`src/rtl/core/lpr_pkg.sv`:
```
// Types, codes and helper functions of the longest prefix router.
// No dependencies; used by every module of the router except lpr_ram.
package lpr_pkg;

  localparam logic        CMD_ADD   = 1'b0;
  localparam logic        CMD_ROUTE = 1'b1;

  localparam logic [2:0]  ST_FORWARDED    = 3'd0;
  localparam logic [2:0]  ST_DROP_TTL     = 3'd1;
  localparam logic [2:0]  ST_DROP_NOROUTE = 3'd2;
  localparam logic [2:0]  ST_ADDED        = 3'd3;
  localparam logic [2:0]  ST_FULL         = 3'd4;

  localparam logic [5:0]  PREFIX_FULL = 6'd32;
  localparam logic [31:0] MASK_ALL    = 32'hFFFF_FFFF;

  typedef enum logic [1:0] {
    KIND_ADD,
    KIND_DROP_TTL,
    KIND_LOOKUP
  } kind_e;

  typedef struct packed {
    logic [31:0] prefix;
    logic [5:0]  len;
    logic        gw_valid;
    logic [31:0] gw;
    logic [2:0]  port;
  } route_entry_t;

  typedef struct packed {
    kind_e        kind;
    route_entry_t entry;
    logic [31:0]  dest;
    logic [7:0]   ttl_dec;
  } job_t;

  typedef struct packed {
    logic [2:0]  status;
    logic [2:0]  out_port;
    logic [31:0] hop_addr;
    logic [7:0]  new_hops_left;
  } result_t;

  function automatic logic [31:0] prefix_mask(input logic [5:0] len);
    logic [31:0] m;
    if (len == 6'd0) begin
      m = '0;
    end else if (len >= PREFIX_FULL) begin
      m = MASK_ALL;
    end else begin
      m = MASK_ALL << (PREFIX_FULL - len);
    end
    return m;
  endfunction

endpackage

```
`src/rtl/core/lpr_front.sv`:
```
// Front end of the router: unpacks an input word and classifies it into a job.
// Depends on lpr_pkg.
module lpr_front (
  input  logic              s_tvalid_i,
  output logic              s_tready_o,
  input  logic [119:0]      s_tdata_i,
  input  logic              s_tuser_i,
  output logic              job_valid_o,
  input  logic              job_ready_i,
  output lpr_pkg::job_t     job_o
);

  logic [5:0] len_raw;
  logic [7:0] hops;

  assign len_raw = s_tdata_i[37:32];
  assign hops    = s_tdata_i[113:106];

  always_comb begin
    job_o                = '0;
    job_o.entry.prefix   = s_tdata_i[31:0];
    // Lengths above a full address match like a full address.
    job_o.entry.len      = (len_raw > lpr_pkg::PREFIX_FULL) ? lpr_pkg::PREFIX_FULL : len_raw;
    job_o.entry.gw_valid = s_tdata_i[38];
    job_o.entry.gw       = s_tdata_i[70:39];
    job_o.entry.port     = s_tdata_i[73:71];
    job_o.dest           = s_tdata_i[105:74];
    job_o.ttl_dec        = hops - 8'd1;
    if (s_tuser_i == lpr_pkg::CMD_ADD) begin
      job_o.kind = lpr_pkg::KIND_ADD;
    end else if (hops <= 8'd1) begin
      job_o.kind = lpr_pkg::KIND_DROP_TTL;
    end else begin
      job_o.kind = lpr_pkg::KIND_LOOKUP;
    end
  end

  assign job_valid_o = s_tvalid_i;
  assign s_tready_o  = job_ready_i;

endmodule

```
`config.mk`:
```
export PLATFORM = sky130hd
export DESIGN_NAME = lpr_front
export DESIGN_NICKNAME = d
export VERILOG_FILES = /design/src/rtl/core/lpr_pkg.sv /design/src/rtl/core/lpr_front.sv
export SDC_FILE = /design/constraint.sdc
export NUM_CORES = 1
export LEC_CHECK = 0
export CAP_MARGIN = 0
export CORE_AREA = 2 2 93 95
export DETAILED_ROUTE_END_ITERATION = 10
export DIE_AREA = 0 0 95 97
export DONT_BUFFER_PORTS = 1
export PLACE_DENSITY = 0.3
export SLEW_MARGIN = 20
export SYNTH_ARGS = -nofsm -noshare
export SYNTH_HDL_FRONTEND = slang
export SYNTH_SLANG_ARGS = --single-unit
```
`constraint.sdc`:
```
create_clock -name vclk -period 1.05
set_input_delay 0.105 -clock vclk [all_inputs]
set_output_delay 0.105 -clock vclk [all_outputs]
set_load 0.05 [all_outputs]
```
Word-level counts from Yosys, hierarchy flattened --
Index checks and enable logic that the tools add are counted. Widths: inputs -> output; s select.
Cells by class: multiply operators 0, equality and inequality tests 0, div/mod/pow operators 0, add/subtract/negate cells 1, reduce and logical (&&, ||, !) cells 0, bitwise operators 0, shift-type cells 0, $lt $le $gt $ge 2, multiplexer cells 3
Operators with widths (number):
- $le 8x1->1 const B | 1
- $sub 8x1->8 const B | 1
- $gt 6x6->1 const B | 1
- $mux 6 | 1
- $mux 2 | 2
Word-level totals: input port bits 123, register bits 0, output and inout bits 118, ROM bits 0, memories kept 0, memory bits (writable) 0, word-level logic and storage cells 6, bits in latches 0

Logic depth before layout (Yosys ltp) --
depth after elaboration 3, depth in mapped cells 5, gate-level depth less buffers 5

Worst setup path before layout --
Ideal clock, no wire load.
path kind input port to output port, start point input s_tdata_i[106], end point output job_o[4] in the netlist's numbering, slack -1.056 ns, stages 5, data required time 0.945 ns, arrival time 2.001 ns, buffers on the path 0, cell sequence inv_1 -> ha_1 -> inv_1 -> or3_2 -> xnor2_1
RTL lines:
- start: declaration | line lpr_front.sv:6 | input logic [119:0] s_tdata_i,
- end: declaration | line lpr_front.sv:10 | output lpr_pkg::job_t job_o

==> summary.txt <==
Final worst slack = -0.332 ns
Total of max-cap violations = 0
Via count of the first global-routing pass = 375
First-pass iteration count of the detailed router = 3
Final Hold Vio Count = 0
Cell Chain, Critical Path = or4_4, nor4_4, xor2_4, buf_12
DR iter-0 viols = 1
Top library cells by usage in the layout, fill and taps aside = sky130_fd_sc_hd__buf_4 (9), sky130_fd_sc_hd__buf_12 (7), sky130_fd_sc_hd__nor2b_1 (5)
Cell area power density = 481 nW/um2
Delay of the slowest cell on the worst path = 0.57 ns
Count of nets left with antenna violations after detail routing = 0
Vertical die dimension = 97 um
Hold WC Path Type = input port to primary output
Number of standard cells in the layout, taps in and fillers out = 149
Dpl cells = 149
Multiplexer fraction of the synthesized cell area = 0
Number of slew-limit violations in the final report = 0
Via count = 386
Row count = 33
Failing checks = setup timing
Post-Layout Inst Area = 688 um2
Number of nets in the finished design = 171
Post-Synthesis Cells = 131
Fmax = 724 MHz
Average routed wire per standard cell = 12.8 um
Register area share after synthesis = 0
Vias per cell = 2.59
DRC violations left = 0
Critical path startpoint category = input port
Clock buffers = 0
Fraction of final layout cells with drive strength greater than 1 = 0.818
Post-route setup TNS = -1.36 ns
Final Critical Period = 1.38 ns
Compound-gate portion of the synthesized area = 0.00759
Most common cell after layout, fill and taps aside = sky130_fd_sc_hd__buf_4
Wire length of the first global-routing pass = 2.42 mm
Outcome = finished, violations left
Critical path peak fanout = 4
Count of unique library cells instantiated by Yosys = 15
Antenna cell count = 0
Cell type with the highest aggregate area in the netlist = sky130_fd_sc_hd__buf_4
CP arrival = 1.28 ns
Number of nets produced by synthesis = 256
Xor/xnor cell area share of the yosys netlist = 0.0443
Tcrit/Tclk final = 1.32
Main combinational cell family by area after synthesis = buffers and inverters
Type of destination of the critical path = primary output
Total wire length = 1.91 mm
Maximum vdd drop = 0.0594 mV
RSZ-0062 raised after global routing = true
Final HPWL from detailed placement = 1.75 mm
Slew headroom = 0.781
Count of input and output buffers = 0
Count of synthesis-stage warnings from yosys = 0
Overall die width = 95 um
Number of setup violations in the final report = 6
Core Box Area = 8130 um2
Number of buffer and inverter stages on the critical path = 1
Sequential cell area = 0 um2
Seq_cells = 0
Gp weighted congestion = 0.592
Mean cell area of the mapped netlist = 7.55 um2
Worst-path cell with the longest stage delay = sky130_fd_sc_hd__or4_4
Leak pwr = 0.219 nW
Share of Yosys cell area claimed by the top area cell type = 0.775
Ranking of synthesized cells by area = sky130_fd_sc_hd__buf_4 (77%), sky130_fd_sc_hd__nor4_4 (4.3%), sky130_fd_sc_hd__nor2b_1 (3.8%)
Initial core utilization = 0.122
Share of synthesized cell area in and, or, nand and nor gates = 0.129
Cell family contributing the most delay on the critical path = simple AND/OR/NAND/NOR gates
Critical path required time = 0.94 ns
Largest net degree at the start of global routing = 7
Tightest Pin Transition = 0.325 ns
Post-layout power = 0.331 mW
Antenna violations before repair = 0
Class of the most critical setup path = input port to primary output
Die Area = 9220 um2
Relative area change from synthesis to final layout = -30.4%
Instance area at placement = 686 um2
Total standard cell area after synthesis = 988 um2
Combined global-route utilization of all metal layers = 0.0349
Top-level port count = 241
Adder and majority gate portion of the synthesized area = 0.0253
Gr ovfl total = 0
what timing repair did:
action | CTS | global route
endpoints found under the setup margin | 6 | 6
endpoints found under the hold margin | 0 | 0
pin swaps | 4 | 0
gates resized for setup | 3 | 0
buffers inserted | 0 | 0
hold buffers | 0 | 0
report_power, final:
part / internal [mW] / switching (mW) / total [mW]
Clock: 0 / 0 / 0
Sequential: 0 / 0 / 0
Combinational: 0.146 / 0.185 / 0.331
Total: 0.146 / 0.185 / 0.331
path summary, 6_finish.rpt:
path / startpoint / to / slack (ns) / depth (start not counted)
max: s_tdata_i[109] / job_o[7] / -0.33 / 4
min: s_tdata_i[18] / job_o[100] / 0.21 / 0
layout make-up:
class / instances / area [um2]
well taps: 105 / 131
multi-input cells: 24 / 324
inverters: 4 / 25.0
fillers: 913 / 7450
repair buffers: 16 / 208
through the flow:
stage	hold slack [ns]	utilization	setup WS [ns]
after floorplan	0.325	-	-0.348
after global placement	0.210	0.0843	-0.330
after detailed placement	0.210	0.0843	-0.336
after CTS	0.210	0.0846	-0.342
after global routing	0.210	0.0846	-0.385
final	0.210	0.0846	-0.332
kinds of logic after synthesis:
logic type | Yosys count
compound gates | 1
xor+xnor | 5
fa+ha+maj | 2
buf+inv | 107
simple gates | 16
synthesized netlist by cell type:
cell type	n
sky130_fd_sc_hd__inv_1	4
sky130_fd_sc_hd__buf_4	102
sky130_fd_sc_hd__nor2b_1	6
sky130_fd_sc_hd__and2_1	1
sky130_fd_sc_hd__clkbuf_1	1
sky130_fd_sc_hd__ha_1	2
sky130_fd_sc_hd__xor2_1	4
sky130_fd_sc_hd__o31ai_1	1
sky130_fd_sc_hd__or4_4	1
sky130_fd_sc_hd__or4_1	1
sky130_fd_sc_hd__xnor2_1	1
sky130_fd_sc_hd__nor4_4	2
sky130_fd_sc_hd__nand2_1	1
sky130_fd_sc_hd__or3_2	1
sky130_fd_sc_hd__nor2_1	3
layer usage:
| metal | track usage | share of wire |
|---|---|---|
| met5 | 0 | 0 |
| met4 | 0.0323 | 0.091 |
| met3 | 0.0335 | 0.26 |
| met2 | 0.0633 | 0.50 |
| met1 | 0.0151 | 0.15 |
Power figures use the tool's default switching activity.
