$ cat src/rtl/core/lpr_pkg.sv
// Types, codes and helper functions of the longest prefix router.
// No dependencies; used by every module of the router except lpr_ram.
package lpr_pkg;

  localparam logic        CMD_ADD   = 1'b0;
  localparam logic        CMD_ROUTE = 1'b1;

  localparam logic [2:0]  ST_FORWARDED    = 3'd0;
  localparam logic [2:0]  ST_DROP_TTL     = 3'd1;
  localparam logic [2:0]  ST_DROP_NOROUTE = 3'd2;
  localparam logic [2:0]  ST_ADDED        = 3'd3;
  localparam logic [2:0]  ST_FULL         = 3'd4;

  localparam logic [5:0]  PREFIX_FULL = 6'd32;
  localparam logic [31:0] MASK_ALL    = 32'hFFFF_FFFF;

  typedef enum logic [1:0] {
    KIND_ADD,
    KIND_DROP_TTL,
    KIND_LOOKUP
  } kind_e;

  typedef struct packed {
    logic [31:0] prefix;
    logic [5:0]  len;
    logic        gw_valid;
    logic [31:0] gw;
    logic [2:0]  port;
  } route_entry_t;

  typedef struct packed {
    kind_e        kind;
    route_entry_t entry;
    logic [31:0]  dest;
    logic [7:0]   ttl_dec;
  } job_t;

  typedef struct packed {
    logic [2:0]  status;
    logic [2:0]  out_port;
    logic [31:0] hop_addr;
    logic [7:0]  new_hops_left;
  } result_t;

  function automatic logic [31:0] prefix_mask(input logic [5:0] len);
    logic [31:0] m;
    if (len == 6'd0) begin
      m = '0;
    end else if (len >= PREFIX_FULL) begin
      m = MASK_ALL;
    end else begin
      m = MASK_ALL << (PREFIX_FULL - len);
    end
    return m;
  endfunction

endpackage

$ cat src/rtl/core/lpr_queue.sv
// Two-entry job queue between the front end and the table engine.
// Depends on lpr_pkg.
module lpr_queue (
  input  logic          clk_i,
  input  logic          rst_ni,
  input  logic          push_valid_i,
  output logic          push_ready_o,
  input  lpr_pkg::job_t push_data_i,
  output logic          pop_valid_o,
  input  logic          pop_ready_i,
  output lpr_pkg::job_t pop_data_o
);

  lpr_pkg::job_t slot_q [2];
  logic          wr_ptr_q, wr_ptr_d;
  logic          rd_ptr_q, rd_ptr_d;
  logic [1:0]    fill_q, fill_d;
  logic          push, pop;

  assign push_ready_o = (fill_q != 2'd2);
  assign pop_valid_o  = (fill_q != 2'd0);
  assign push         = push_valid_i && push_ready_o;
  assign pop          = pop_ready_i && pop_valid_o;
  assign pop_data_o   = slot_q[rd_ptr_q];

  always_comb begin
    wr_ptr_d = push ? ~wr_ptr_q : wr_ptr_q;
    rd_ptr_d = pop ? ~rd_ptr_q : rd_ptr_q;
    fill_d   = fill_q + {1'b0, push} - {1'b0, pop};
  end

  always_ff @(posedge clk_i or negedge rst_ni) begin
    if (!rst_ni) begin
      wr_ptr_q <= 1'b0;
      rd_ptr_q <= 1'b0;
      fill_q   <= 2'd0;
    end else begin
      wr_ptr_q <= wr_ptr_d;
      rd_ptr_q <= rd_ptr_d;
      fill_q   <= fill_d;
    end
  end

  always_ff @(posedge clk_i) begin
    if (push) begin
      slot_q[wr_ptr_q] <= push_data_i;
    end
  end

endmodule

$ cat config.mk
export PLATFORM = sky130hd
export DESIGN_NAME = lpr_queue
export DESIGN_NICKNAME = d
export VERILOG_FILES = /design/src/rtl/core/lpr_pkg.sv /design/src/rtl/core/lpr_queue.sv
export SDC_FILE = /design/constraint.sdc
export NUM_CORES = 1
export LEC_CHECK = 0
export ABC_AREA = 0
export ABC_CLOCK_PERIOD_IN_PS = 12700
export BUFFER_PORTS_ARGS = -buffer_cell sky130_fd_sc_hd__buf_2
export CELL_PAD_IN_SITES_DETAIL_PLACEMENT = 0
export CELL_PAD_IN_SITES_GLOBAL_PLACEMENT = 1
export CORE_ASPECT_RATIO = 2
export CORE_MARGIN = 2
export CORE_UTILIZATION = 47
export CTS_CLUSTER_DIAMETER = 50
export DETAILED_ROUTE_END_ITERATION = 16
export GPL_ROUTABILITY_DRIVEN = 1
export GPL_TIMING_DRIVEN = 0
export PLACE_DENSITY = 0.9
export SYNTH_ARGS = -nofsm -noshare
export SYNTH_HDL_FRONTEND = slang
export SYNTH_SLANG_ARGS = --single-unit
$ cat constraint.sdc
create_clock -name clk_i -period 12.7 [get_ports clk_i]
set_input_delay 3.81 -clock clk_i [delete_from_list [all_inputs] [get_ports clk_i]]
set_output_delay 3.81 -clock clk_i [all_outputs]
set_load 0.1 [all_outputs]
; Word level (Yosys, flattened, before mapping)
; Memory sizes are Yosys's and may differ from the RTL's.
; Cells that the tools add are included.
[totals]
output_inout_bits = 118
elab_cells = 14
inputBits = 120
register_bits = 4
ram_bits = 232
mem_count = 1
[mem_list]
columns = memory, words, width, read_ports, rd_clocked_by_memory_dff, wr, line
row1 = slot_q, 2, 116, 1, 0, 1, lpr_queue.sv:14  ; lpr_pkg::job_t slot_q [2];
[op_classes]
muxes = 2
eq_ne = 1
n_bitwise = 2
n_reduce_logical = 3
addsub = 2
[ops]
columns = operator, n
row1 = $add A2 B1 Y2, 1
row2 = $logic_and A1 B1 Y1, 2
row3 = $mux W1, 2
row4 = $ne A2 B2 Y1 const B, 1
row5 = $not A1 Y1, 2
row6 = $reduce_bool A2 Y1, 1
row7 = $sub A2 B1 Y2, 1

; Logic depth before layout (Yosys ltp)
; Gate-level depths: netlist of run 1.
[depth]
ltp_word = 4
ltp_mapped = 7
mapped_depth_nobuf = 7

; Worst setup path before layout of run 1
; No wires, ideal clock.
[synth_timing]
kind = in2reg
startpoint = input port push_valid_i
endpoint = memory slot_q[0][0] (netlist name), enable pin
setup_time_ns = 0.593
arrival_ns = 8.783
cell_stages = 2
n_path_buf = 0
slack_ns = 3.324
required_ns = 12.107
path_cell_list = nand2_1 nor2_1
[synth_between]
elab_chain_cells = 3
[synth_rtl]
columns = item, line
row1 = "start, declared", lpr_queue.sv:6  ; input logic push_valid_i,
row2 = $logic_and A1 B1 Y1, lpr_queue.sv:22  ; assign push = push_valid_i && push_ready_o;
row3 = $mux W1, lpr_queue.sv:45  ; if (push) begin
row4 = $mux W1 (not written as such), lpr_queue.sv:46  ; slot_q[wr_ptr_q] <= push_data_i;
row5 = "end, declared", lpr_queue.sv:14
; Every way passes these cells.

==> results of run 1 <==
critical path: cells and delay by family, from the launching register on:
family,cells,cell delay (ns)
buf+inv,4,0.81
flops,1,0.34
mux,1,0.31
metal layers:
layer	vias up	GRT usage, %
met5	-	0
met4	4	8.12
met3	52	3.71
met2	173	32.8
met1	2186	16.9
li1	2043	-
sequential cells by signal, summed over array words and instances (netlist names):
signal and count:
fill_q 2, slot_q 232, rd_ptr_q 1, wr_ptr_q 1
how the worst max path moves through the flow:
stage,from,end,slack (ns),cells past startpoint
after global placement,push_valid_i,slot_q[0][76],1.20,3
after global routing,rd_ptr_q,pop_data_o[98],6.83,5
after floorplan,push_valid_i,slot_q[0][0],3.32,2
after detailed placement,push_valid_i,slot_q[0][3],7.34,5
final,rd_ptr_q,pop_data_o[100],6.92,5
after CTS,rd_ptr_q,pop_data_o[100],6.87,5
per-stage QoR:
stage / cells / hold WS [ns] / setup WS, ns
2_1_floorplan: 378 / 0.461 / 3.32
3_3_place_gp: 831 / 0.478 / 1.20
3_5_place_dp: 837 / 0.534 / 7.34
4_1_cts: 874 / 0.546 / 6.87
5_1_grt: 879 / 0.557 / 6.83
6_report: 881 / 0.536 / 6.92
cells by family after synthesis:
logic type,Yosys count
xor gates and xnor gates,4
adders and majority gates,2
buffers and inverters,14
DFF,236
muxes,116
and+or+nand+nor,6
final cells by class:
type	instances	area (um^2)	area share (%)
timing repair buffer	243	1340	12.2
multi-input combinational	128	1520	13.9
clock buffer	24	537	4.89
clock inverter	13	121	1.11
buffer	13	96.3	0.878
tap	216	270	2.46
inverter	1	3.75	0.0342
antenna	7	17.5	0.160
sequential	236	7070	64.4
synthesized netlist by cell type:
library cell | count | area, um^2
inv_1 | 1 | 3.75
mux2_4 | 30 | 450
nand2_1 | 1 | 3.75
buf_6 | 5 | 56.3
edfxtp_1 | 232 | 6970
and3_1 | 1 | 6.26
mux2_2 | 86 | 968
buf_2 | 8 | 40.0
dfrtp_1 | 4 | 100
xor2_1 | 1 | 8.76
nand2b_1 | 1 | 6.26
xnor2_1 | 3 | 26.3
ha_1 | 2 | 25.0
or2_2 | 1 | 6.26
nor2_1 | 1 | 3.75
and2_1 | 1 | 6.26
==> impl_results.md, run 1 <==
- Run status: finished clean
- Unrepaired setup endpoints after global routing: false
- Met3 wire length: 1040 um
- Area of the die: 19600 um^2
- Hold buffers post-CTS: 0
- Hold Crit Endpoint: fill_q[0]
- Setup bufs post-CTS: 0
- Post-DRT Antenna Nets: 0
- Main combinational cell family by area after synthesis: multiplexers
- CTS resizes: 0
- Die Span Y: 196 um
- Drt first pass iters: 4
- Worst reg2reg setup slack: 10.73 ns
- IO Port Bufs: 237
- Number of synthesized register bits: 236
- Worst hold start: fill_q[0]
- Synth Cell Area: 8680 um^2
- Yosys warnings: 0
- Nets: 766
- Actual slew at the worst max-slew pin: 0.639 ns
- Num rows: 70
- Crit path max fanout: 10
- First-pass GRT wire length: 25500 um
- Synth Area in XOR/XNOR: 0.404%
- Clock slew seen by the registers of the worst setup and hold paths: 0.06 ns
- CTS tree: built
- Simple-gate portion of the synthesized area: 0.375%
- Final setup violating endpoints: 0
- Grt ovf: 0
- Vias per cell: 5.06
- Top Metal Used: met5
- Met2 routed WL: 9870 um
- Compound-Gate Fraction of Synth Area: 0%
- Initial antenna violation count: 9
- Slew Viols, Final: 0
- Cell area after layout: 11000 um^2
- Syn avg cell area: 23.0 um^2
- Slew HR: 57.3%
- Total number of vias: 4458
- GRT Total Usage: 17.1%
- Synth cell types: 16
- Fillcell total: 1335
- Dpl hpwl: 12500 um
- Net Count, Synth: 500
- Required time of the critical path: 8.89 ns
- Layout Skew: 0.00608 ns
- Routability cong.: 0.767
- Fmax: 173 MHz
- Fraction of layout cells with a size suffix above 1: 61.6%
- Reg2reg end: slot_q[0][5]
- CTS Sinks: 236
- Total CTS buffers: 21
- Reg2reg path depth: 5
- Max_cap viols: 0
- Crit-path slowest cell: dfrtp_1
- Met1 wire length: 5780 um
- Post-Synthesis Cells: 378
- Type of destination of the critical path: output pin
- Crit path launch type: register
- Vias in the first global route: 4904
- Core region area: 18200 um^2
- DR iter-0 viols: 161
- Worst min path class: register to register
- Worst skew pair latency: 0.48 ns
- Wirelength per Cell: 19.8 um
- DRC: 0
- Starting density of the core: 47.6%
- H-tree level count: 1
- CP dominant cell by count: buf_6
- Synth-to-Final Area Change: 26.4%
- Clock tree buffer depth: 3
- Final WL: 17400 um
- RR Startpoint: fill_q[1]
- Sequential fraction of the synthesis area: 81.4%
- Most frequent cells in the layout: buf_2 (245), edfxtp_1 (232), mux2_2 (86), mux2_4 (30), clkbuf_16 (21)
- Hold Crit Depth: 1
- Root buffer selected by CTS: clkbuf_16
- Fin crit period: 5.78 ns
- Most common cell after layout, fill and taps aside: buf_2
- Slowest cell delay on critical path: 0.34 ns
- Critical path class: register to output pin
- Die X: 100 um
- Post-route setup TNS: 0 ns
- I/O pins: 238
- Critical Path AT: 1.97 ns
- CP Cell Sequence: buf_6 -> buf_6 -> buf_6 -> mux2_4 -> buf_2
- Hold Fails Final Rpt: 0
- Area after DPL: 10300 um^2
- Final core utilization: 60.2%
- Multiplexer area fraction after synthesis: 16.3%
- Fraction of the cycle the final worst path needs: 45.5%
- Largest net degree at the start of global routing: 49
- Post-Synth Adder-Cell Area: 0.288%
Power of run 1 is left out: the tool's default activity adds up to more than one toggle a clock period on the data nets, which glitch-free logic cannot reach.
==> run 2: changes to the inputs <==
- ABC_CLOCK_PERIOD_IN_PS: 12700 -> 5600
- CORE_UTILIZATION: 47 -> 44
- PLACE_DENSITY: 0.9 -> 0.85
- clock period: 12.7 -> 5.6 ns (I/O delays scaled with it)
==> run 2 against run 1 <==
Net effect: clock skew grew 0.0067 ns; global-route usage fell by 0.76 points; die area grew 6.6%; worst setup slack got worse by 5.0 ns; sequential cell count unchanged; critical path depth unchanged; design area up 0.64%; via count shrank 0.40%; wire length is 0.45% lower.
==> impl_results.md, run 2 (synthesized netlist as in run 1, its figures left out) <==
- DR iter-0 viols: 163 (+1.2%)
- Required time of the critical path: 3.92 ns (-4.97 ns)
- IO Port Bufs: 237 (unchanged)
- Biggest register: slot_q
- Fillcell total: 1513 (+13%)
- Slew HR: 30.7% (-27 points)
- Max_cap viols: 0 (unchanged)
- Total number of vias: 4440 (-0.40%)
- Starting density of the core: 44.8% (-2.8 points)
- Fmax: 274 MHz
- Hold Fails Final Rpt: 0 (unchanged)
- Final WL: 17400 um (-0.45%)
- Worst skew pair latency: 0.49 ns (about the same)
- CTS resizes: 0 (unchanged)
- Fraction of layout cells with a size suffix above 1: 61.4% (-0.18 points)
- GRT Total Usage: 16.3% (-0.76 points)
- Clock tree buffer depth: 3 (unchanged)
- Fin crit period: 3.65 ns
- Drt first pass iters: 4 (unchanged)
- Most frequent cells in the layout: buf_2 (245), edfxtp_1 (232), mux2_2 (86), mux2_4 (30), clkbuf_16 (21)
- Cell family with most CP delay: buffers and inverters
- Largest registers: slot_q (232), fill_q (2)
- Post-DRT Antenna Nets: 0 (unchanged)
- Vias in the first global route: 5053 (+3.0%)
- Actual slew at the worst max-slew pin: 1.04 ns (+0.398 ns)
- Num rows: 72 (+2.9%)
- Most common cell after layout, fill and taps aside: buf_2
- Dpl hpwl: 12600 um (+0.98%)
- Core region area: 19400 um^2 (+6.3%)
- Crit path launch type: register
- Root buffer selected by CTS: clkbuf_16
- Largest net degree at the start of global routing: 64 (+31%)
- Area of the die: 20900 um^2 (+6.6%)
- Die Span Y: 203 um (+3.3%)
- Clock slew seen by the registers of the worst setup and hold paths: 0.06 ns (about the same)
- First-pass GRT wire length: 25700 um (+0.81%)
- I/O pins: 238 (unchanged)
- Run status: finished clean
- Fraction of the cycle the final worst path needs: 65.2%
- CTS tree: built
- Vias per cell: 4.83 (-4.5%)
- Layout Skew: 0.0128 ns (+0.00668 ns)
- Max reg flops: 232 (unchanged)
- H-tree level count: 1 (unchanged)
- Final core utilization: 57.0% (-3.2 points)
- Area of the multi-input gates: 1520 um^2 (unchanged)
- Type of destination of the critical path: output pin
- DRC: 0 (unchanged)
- Crit-path slowest cell: dfrtp_1
- Critical Path AT: 1.97 ns (about the same)
- Slowest cell delay on critical path: 0.34 ns (about the same)
- Setup bufs post-CTS: 0 (unchanged)
- Crit path max fanout: 10 (unchanged)
- Grt ovf: 0 (unchanged)
- Wirelength per Cell: 18.9 um (-4.6%)
- Final setup violating endpoints: 0 (unchanged)
- CP Cell Sequence: buf_6 -> buf_6 -> buf_6 -> mux2_4 -> buf_2
- Slew Viols, Final: 0 (unchanged)
- Unrepaired setup endpoints after global routing: false
- Total CTS buffers: 20 (-4.8%)
- Routability cong.: 0.754 (-1.8%)
- Die X: 103 um (+3.2%)
- CP Buf/Inv Count: 4 (unchanged)
- Nets: 763 (-0.39%)
- Hold buffers post-CTS: 0 (unchanged)
- CP dominant cell by count: buf_6
- CTS Sinks: 236 (unchanged)
- Synth-to-Final Area Change: 27.2%
- Initial antenna violation count: 5 (-4)
- Worst min path class: register to register
- Sequential Area: 7070 um^2 (unchanged)
- Critical path class: register to output pin
## run 2: cell types whose count changed in the layout (fill, tap and decap cells not counted)
cell       previous run  this run
clkbuf_8              0         2
diode_2               7         5
bufinv_16             2         5
inv_6                 3         0
clkinv_2              4         1
clkinv_1              4         2
clkbuf_1              3         5
buf_16                4         2
## run 2: per-layer routing
metal | global-route usage (%) | up-vias | routed length [um]
met5 | 0 | - | 0
met4 | 8.55 | 0 | 762
met3 | 2.89 | 46 | 905
met2 | 30.8 | 180 | 10000
met1 | 16.2 | 2178 | 5680
li1 | - | 2036 | -
## run 2: area by class of cell
type | instances | area share (%)
Sequential cell | 236 | 64.0
Clock inverter | 8 | 1.47
Inverter | 1 | 0.0340
Antenna cell | 5 | 0.113
Tap cell | 259 | 2.93
Clock buffer | 28 | 5.18
Timing Repair Buffer | 241 | 11.6
Multi-Input combinational cell | 128 | 13.8
Buffer | 13 | 0.872
## run 2: per-stage QoR
step,setup TNS (ns),std cells,setup WS (ns),cell area [um^2],hold slack [ns]
5_1_grt,0,919,1.85,11000,0.550
3_5_place_dp,0,878,1.99,10300,0.521
6_report,0,919,1.95,11000,0.531
2_1_floorplan,0,378,0.320,8680,0.479
3_3_place_gp,-169.96,874,-0.986,10200,0.494
4_1_cts,0,914,1.89,11000,0.536
## run 2: path summary, 6_finish.rpt
path	start	end	slack (ns)	cells past startpoint
min	fill_q[0]	fill_q[0]	0.53	1
max reg2reg	fill_q[1]	slot_q[0][10]	3.22	5
min in group asynchronous	rst_ni	wr_ptr_q	0.99	1
max in group asynchronous	rst_ni	rd_ptr_q	4.49	1
min reg2reg	fill_q[0]	fill_q[0]	0.53	1
max	rd_ptr_q	pop_data_o[102]	1.95	5
## run 2: worst reg2reg max path: cells and delay by family (launching register included)
| kind | cells | cell delay (ns) |
|---|---|---|
| simple gates | 3 | 1.12 |
| buf+inv | 2 | 0.55 |
| flops | 1 | 0.41 |
Power of run 2 is left out for the same reason.
==> run 3: changes to the inputs <==
- ABC_CLOCK_PERIOD_IN_PS: 5600 -> 2970
- CORE_UTILIZATION: 44 -> 40
- PLACE_DENSITY: 0.85 -> 0.82
- clock period: 5.6 -> 2.97 ns (I/O delays scaled with it)
==> run 3 against run 2 <==
Net effect: clock-buffer cell count is 2 lower; sequential share of layout area hardly changed; worst setup slack worse by 1.9 ns; cell count is 1.4% higher; critical endpoint is now pop_data_o[83].
==> impl_results.md, run 3 (synthesized netlist as in run 1, its figures left out) <==
- Run status: finished clean
- Die X: 108 um (+4.7%)
- I/O pins: 238 (unchanged)
- Largest net degree at the start of global routing: 66 (+3.1%)
- DRC: 0 (unchanged)
- CTS resizes: 0 (unchanged)
- H-tree level count: 1 (unchanged)
- Crit path max fanout: 10 (unchanged)
- Post-DRT Antenna Nets: 0 (unchanged)
- Worst min path class: primary input to async pin
- Fraction of the cycle the final worst path needs: 96.7%
- Vias in the first global route: 4979 (-1.5%)
- Vias per cell: 4.78 (-1.0%)
- Worst reg2reg setup slack: 0.94 ns (-2.28 ns)
- Synth-to-Final Area Change: 27.2% (about the same)
- Initial antenna violation count: 2 (-3)
- Clock tree buffer depth: 3 (unchanged)
- M2 GR Usage: 28.2% (-2.6 points)
- Nets: 765 (+0.26%)
- Num rows: 76 (+5.6%)
- GR peak layer: met2
- Routability cong.: 0.697 (-7.6%)
- Sequential Area: 7070 um^2 (unchanged)
- Max_cap viols: 0 (unchanged)
- Fin crit period: 2.87 ns
- Crit path launch type: register
- CTS tree: built
- IO Port Bufs: 237 (unchanged)
- Unrepaired setup endpoints after global routing: false
- Worst skew pair latency: 0.49 ns (about the same)
- Area of the die: 23000 um^2 (+9.7%)
- Total CTS buffers: 21 (+5.0%)
- Root buffer selected by CTS: clkbuf_16
- Final WL: 17300 um (-0.13%)
- Fmax: 348 MHz
- Layout Skew: 0.00834 ns (-0.00443 ns)
- Final setup violating endpoints: 0 (unchanged)
- Met1 GRT Util: 14.5% (-1.7 points)
- Reg2reg path depth: 3 (-2)
- Wirelength per Cell: 18.6 um (-1.5%)
- Required time of the critical path: 2.08 ns (-1.84 ns)
- Final core utilization: 51.6% (-5.4 points)
- RR Startpoint: fill_q[1]
- Area of the multi-input gates: 1550 um^2 (+1.6%)
- Starting density of the core: 40.6% (-4.2 points)
- Hold Fails Final Rpt: 0 (unchanged)
- Type of destination of the critical path: output pin
- Actual slew at the worst max-slew pin: 0.773 ns (-0.265 ns)
- Most common cell after layout, fill and taps aside: buf_2
- Grt ovf: 0 (unchanged)
- CTS Sinks: 236 (unchanged)
- Max reg flops: 232 (unchanged)
- Largest registers: slot_q (232), fill_q (2)
- Slew HR: 48.5% (+18 points)
- Slew Viols, Final: 0 (unchanged)
- Critical Path AT: 1.98 ns (about the same)
- Most frequent cells in the layout: buf_2 (241), edfxtp_1 (232), mux2_2 (86), mux2_4 (30), clkbuf_16 (21)
- Core region area: 21400 um^2 (+10%)
- Die Span Y: 212 um (+4.8%)
- Fraction of layout cells with a size suffix above 1: 61.8% (+0.42 points)
- Clock slew seen by the registers of the worst setup and hold paths: 0.06 ns (about the same)
- CP startpoint: rd_ptr_q
- Dpl hpwl: 12500 um (-0.46%)
- DR iter-0 viols: 175 (+7.4%)
- Critical path class: register to output pin
- Worst setup path end: pop_data_o[83]
- Biggest register: slot_q
- Drt first pass iters: 4 (unchanged)
- M3 GR Usage: 2.67% (-0.22 points)
- GRT Total Usage: 14.9% (-1.4 points)
- First-pass GRT wire length: 26000 um (+1.1%)
- Setup bufs post-CTS: 0 (unchanged)
- Hold buffers post-CTS: 0 (unchanged)
- Fillcell total: 1785 (+18%)
- Total number of vias: 4456 (+0.36%)
- Reg2reg end: slot_q[1][7]
[run 3: layer usage]
| layer | wire length (um) | up-vias |
|---|---|---|
| li1 | - | 2044 |
| met1 | 5500 | 2181 |
| met2 | 9940 | 173 |
| met3 | 915 | 58 |
| met4 | 975 | 0 |
| met5 | 0 | - |
[run 3: critical path, stage by stage (launching register included)]
cell	delay, ns
dfrtp_1	0.34
buf_6	0.15
buf_6	0.18
buf_6	0.20
mux2_4	0.31
buf_2	0.29
[run 3: final cells by class]
class / count / share of cell area, %
clock buffer: 26 / 5.02
tap: 273 / 3.09
inverter: 1 / 0.0340
buffer: 13 / 0.873
sequential: 236 / 64.0
timing repair buffer: 242 / 11.9
multi-input combinational: 128 / 14.0
antenna: 2 / 0.0453
clock inverter: 11 / 0.975
[run 3: how the worst min path moves through the flow]
stage / end / slack (ns) / depth (start not counted)
after CTS: rd_ptr_q / 0.17 / 1
after detailed placement: fill_q[0] / 0.53 / 1
after global routing: fill_q[1] / 0.17 / 1
after floorplan: fill_q[0] / 0.49 / 1
after global placement: fill_q[0] / 0.51 / 1
final: fill_q[1] / 0.19 / 1
[run 3: per-stage QoR]
step	cell area, um^2	std cells	setup TNS, ns	setup WS, ns	hold WS (ns)
6_report	11000	932	0	0.0986	0.190
5_1_grt	11000	932	0	0.00138	0.173
4_1_cts	11000	930	0	0.0331	0.171
3_5_place_dp	10400	893	0	0.423	0.527
3_3_place_gp	10200	888	-171.89	-0.959	0.509
2_1_floorplan	8710	378	-13.64	-0.118	0.493
Power of run 3 is left out for the same reason.
